--- src/rtl/pi2x_pkg.sv ---
package pi2x_pkg;

    localparam int MAX_TAPS    = 64;
    localparam int SAMPLE_BITS = 24;
    localparam int COEF_BITS   = 24;

    localparam int ADDR_W = $clog2(MAX_TAPS);
    localparam int LEN_W  = $clog2(MAX_TAPS + 1);
    localparam int CFG_W  = 7;
    localparam int IDX_W  = 6;
    localparam int OP_W   = 2;
    localparam int PROD_W = SAMPLE_BITS + COEF_BITS;
    localparam int ACC_W  = PROD_W + ADDR_W;
    localparam int SHIFT  = COEF_BITS - 2;
    localparam int S_W    = ACC_W - SHIFT;

    localparam logic [CFG_W-1:0] PHASE_LEN_RST = CFG_W'(64);

    localparam logic signed [ACC_W-1:0] ROUND_ADD =
        ACC_W'({1'b1, {(SHIFT-1){1'b0}}});
    localparam logic signed [S_W-1:0] SAT_MAX =
        S_W'({1'b0, {(SAMPLE_BITS-1){1'b1}}});
    localparam logic signed [S_W-1:0] SAT_MIN = ~SAT_MAX;

    typedef enum logic [OP_W-1:0] {
        OP_PUSH  = 2'd0,
        OP_COEF  = 2'd1,
        OP_CLEAR = 2'd2,
        OP_NONE  = 2'd3
    } t_op;

    typedef struct packed {
        logic clr;
        logic en;
    } t_mac_ctrl;

endpackage

--- src/rtl/pi2x_mac.sv ---
module pi2x_mac (
    input  logic                                    i_clk,
    input  logic                                    i_rst_n,
    input  pi2x_pkg::t_mac_ctrl                     i_ctrl,
    input  logic signed [pi2x_pkg::SAMPLE_BITS-1:0] i_x,
    input  logic signed [pi2x_pkg::COEF_BITS-1:0]   i_ce,
    input  logic signed [pi2x_pkg::COEF_BITS-1:0]   i_co,
    output logic signed [pi2x_pkg::ACC_W-1:0]       o_acc_e,
    output logic signed [pi2x_pkg::ACC_W-1:0]       o_acc_o,
    output logic                                    o_busy
);

    logic                                   r_pv;
    logic signed [pi2x_pkg::PROD_W-1:0]     r_prod_e;
    logic signed [pi2x_pkg::PROD_W-1:0]     r_prod_o;
    logic signed [pi2x_pkg::ACC_W-1:0]      r_acc_e;
    logic signed [pi2x_pkg::ACC_W-1:0]      r_acc_o;

    always_ff @(posedge i_clk) begin
        if (!i_rst_n) begin
            r_pv <= 1'b0;
        end else if (i_ctrl.clr) begin
            r_pv <= 1'b0;
        end else begin
            r_pv <= i_ctrl.en;
        end
    end

    always_ff @(posedge i_clk) begin
        if (i_ctrl.en) begin
            r_prod_e <= i_x * i_ce;
            r_prod_o <= i_x * i_co;
        end
    end

    always_ff @(posedge i_clk) begin
        if (i_ctrl.clr) begin
            r_acc_e <= '0;
            r_acc_o <= '0;
        end else if (r_pv) begin
            r_acc_e <= r_acc_e + {{pi2x_pkg::ADDR_W{r_prod_e[pi2x_pkg::PROD_W-1]}}, r_prod_e};
            r_acc_o <= r_acc_o + {{pi2x_pkg::ADDR_W{r_prod_o[pi2x_pkg::PROD_W-1]}}, r_prod_o};
        end
    end

    assign o_acc_e = r_acc_e;
    assign o_acc_o = r_acc_o;
    assign o_busy  = r_pv;

endmodule

--- config.mk ---
export PLATFORM = sky130hd
export DESIGN_NAME = pi2x_mac
export DESIGN_NICKNAME = d
export VERILOG_FILES = /design/src/rtl/pi2x_pkg.sv /design/src/rtl/pi2x_mac.sv
export SDC_FILE = /design/constraint.sdc
export NUM_CORES = 2
export LEC_CHECK = 0
export BUFFER_PORTS_ARGS = -buffer_cell sky130_fd_sc_hd__buf_2
export CAP_MARGIN = 20
export CORE_MARGIN = 8
export CORE_UTILIZATION = 55
export DETAILED_ROUTE_END_ITERATION = 10
export PLACE_DENSITY = 0.81
export SLEW_MARGIN = 20
export SYNTH_ARGS = -nofsm -noshare
export SYNTH_HDL_FRONTEND = slang
export SYNTH_SLANG_ARGS = --single-unit
--- constraint.sdc ---
create_clock -name i_clk -period 12.8 [get_ports i_clk]
set_input_delay 2.56 -clock i_clk [delete_from_list [all_inputs] [get_ports i_clk]]
set_output_delay 2.56 -clock i_clk [all_outputs]
set_load 0.01 [all_outputs]
==> key figures <==
Clocking
  – H-tree depth: 1
  – Worst-path clk slew: ~0.060 ns
  – Post-CTS setup buffer count: 0
  – Clk sink count: between 200 and 250
  – CTS Buffer Depth: 3
  – Cts bufs inserted: 28
  – Root buf cell: clkbuf_16
  – # hold bufs at CTS: 0
  – Clk_lat worst skew: around 0.58 ns
  – CTS tree: yes
  – Post_cts resized: 0

Worst setup path
  – Most frequent CP cell: fa_1
  – Worst Path Buf+Inv: 6
  – Crit start category: input pin
  – Largest stage delay, worst path: between 0.7 and 0.8 ns
  – Top delay family on crit path: adder cells
  – Critical path required time: roughly 13 ns
  – Max Fanout on Critical Path: 48
  – WS Path Type: in -> reg
  – Critical path arrival: about 10 ns
  – CP Capture Type: register
  – Slowest cell on crit path: buf_2

Timing
  – Endpoints failing setup: 0
  – Max Slew Vio Count: 0
  – RSZ-0062 raised after global routing: no
  – Layout Skew: approximately 0.012 ns
  – Crit path time final: about 10 ns
  – Fmax: ~0.1 GHz
  – Setup TNS: 0 ns
  – Worst-Margin Slew: between 1 and 1.5 ns
  – Max-slew headroom: 0.316
  – Endpoints failing hold: 0
  – Final Cycle Share: 0.779

Die
  – Die H: between 300 and 400 um
  – Initial core utilization: 0.556
  – DIE AREA: approximately 110000 um^2
  – Io pins: around 190
  – Rows: between 100 and 150
  – Die width: 331 um
  – Core area: slightly below 100000 um^2

Finish
  – Layout cell share with drive strength beyond 1: 0.0490
  – Layout area overhead: 4.83%
  – Fin nets: roughly 7500
  – Fill count: 8292

Global route
  – All-Layer GR Usage: 0.255
  – GRT overflow: 0
  – Initial antenna violation count: 17
  – Vias in the first global route: approximately 45000
  – Pin count of the biggest net entering global routing: 69
  – Global-route wire length before repair: around 230000 um

Run status
  – Status: complete, no violations

Routing
  – DRC viols: 0
  – Top routing layer used: met5
  – Vias/cell: between 5 and 6
  – Routed WL: 138000 um
  – Vias after detailed routing: roughly 41000
  – DR iter-0 viols: ~3200
  – WL/cell: between 15 and 20 um
  – Post-route antenna net violation count: 0
  – Routed wl met3: about 10000 um
  – Initial DRT Pass Iterations: 7
  – M1 WL: approximately 56000 um
  – WL met2: ~66000 um

Synthesis
  – Mapped cell area: between 50000 and 60000 um^2
  – Syn Area/Cell: a little over 9 um^2
  – Flops & latches, synth: about 210
  – Gate count after technology mapping: 5904
  – Post-synth EDFFs: 96
  – Synth cell types: 95
  – Post-synth ARST share: 0
  – Synth top area cells: fa_1 45%, inv_1 8.6%, ha_1 8.6%
  – Yosys synthesis warning count: 0
  – Yosys top cell area share: 0.445
  – Dominant synthesized flop cell: dfxtp_1
  – Synth area leader: fa_1
  – Syn nets: ~7600
  – Sequential share of the synthesized area: 0.0926

Placed design
  – GPL Wtd Cong: 0.921
  – Final HPWL DP: ~110000 um
  – Port Buffer Count: around 180

Flow run
  – Number of max-cap violations: 0

Hold path
  – Hold WC Path Type: reg -> reg
registers in the layout (all words and copies together) (netlist names):
register,flops
o_acc_e,54
r_prod_e,48
o_busy,1
r_prod_o,48
o_acc_o,54
stage by stage:
step	std cells	setup WS, ns	util	hold slack, ns	area, um^2
floorplan	5904	3.27	-	0.488	54700
global placement	7137	2.60	0.573	0.465	56400
detailed placement	7137	2.41	0.573	0.479	56400
CTS	7188	3.00	0.582	0.488	57300
global route	7192	2.43	0.582	0.506	57300
finish	7197	2.83	0.583	0.483	57300
final cells by class:
cell class              count  area, um^2  area share
clock buffers              39         815      0.0142
repair buffers            215        1160      0.0202
diodes                      9        22.5    0.000393
multi-input cells        4172       43900       0.765
clock inverters            12        68.8     0.00120
inverters                1258        4720      0.0824
flip-flops and latches    205        5070      0.0884
well taps                1287        1610      0.0281
cells in the final DEF, fill, tap and decap left out, types with 36 or more instances in the layout:
master	Yosys	routed
xnor2_1	130	130
mux2i_1	54	54
nand2_1	686	686
inv_1	1256	1255
a211oi_1	36	36
fa_1	1216	1216
nor2b_1	37	37
nand3_1	42	42
o21ai_0	89	89
a21oi_1	196	196
edfxtp_1	96	96
dfxtp_1	109	108
ha_1	374	374
buf_2	1	182
nor2_1	189	188
a21o_1	103	103
and2_1	568	568
and3_1	42	42
xor2_1	53	53
synth_stat cells (4+ instances only):
cell type	count
nand3_1	42
o21ai_0	89
and4_1	7
a31oi_1	25
mux2i_1	54
nor4_1	4
o21a_1	19
o311ai_1	5
ha_1	374
a221oi_1	5
o2111ai_1	5
a221o_1	8
nand4_1	19
nor2_1	189
a21o_1	103
or3_1	13
dfxtp_1	109
or4_1	5
o21bai_1	25
o21ai_1	16
xor2_1	53
and3_1	42
fa_1	1216
nor2b_1	37
buf_1	10
nand2b_1	28
a211oi_1	36
o211ai_1	18
a21boi_0	9
a211o_1	8
edfxtp_1	96
xnor2_1	130
a311oi_1	5
o22ai_1	6
and2_1	568
nor3_1	35
inv_1	1256
o41ai_1	4
nand2_1	686
o31ai_1	10
a21oi_1	196
nand3b_1	6
clkbuf_1	254
worst min-delay path, stage by stage (launching register included):
cell and delay [ns]:
dfxtp_1 0.33, nand2_1 0.06, o21ai_1 0.05
layer usage:
metal,track usage,vias up
met5,0,-
met4,0.100,12
met1,0.338,20800
met2,0.421,1696
li1,-,17900
met3,0.0401,381
path summary, 6_finish.rpt:
kind	start	to	slack, ns	cells after the start
setup / recovery	i_x[9]	r_prod_e[46]	2.83	25
hold / removal	o_acc_e[46]	o_acc_e[46]	0.48	2
setup reg to reg	r_prod_o[4]	o_acc_o[53]	8.88	11
hold reg to reg	o_acc_e[46]	o_acc_e[46]	0.48	2
cells by family after synthesis:
kind of cell / synth area share
fa+ha+maj: 0.531
simple gates: 0.154
flops: 0.0926
compound gates: 0.0778
buf+inv: 0.105
xor+xnor: 0.0293
mux: 0.0105
Power is not shown: default switching activity piles up to over one toggle a cycle in this logic, so the estimate is an artifact.
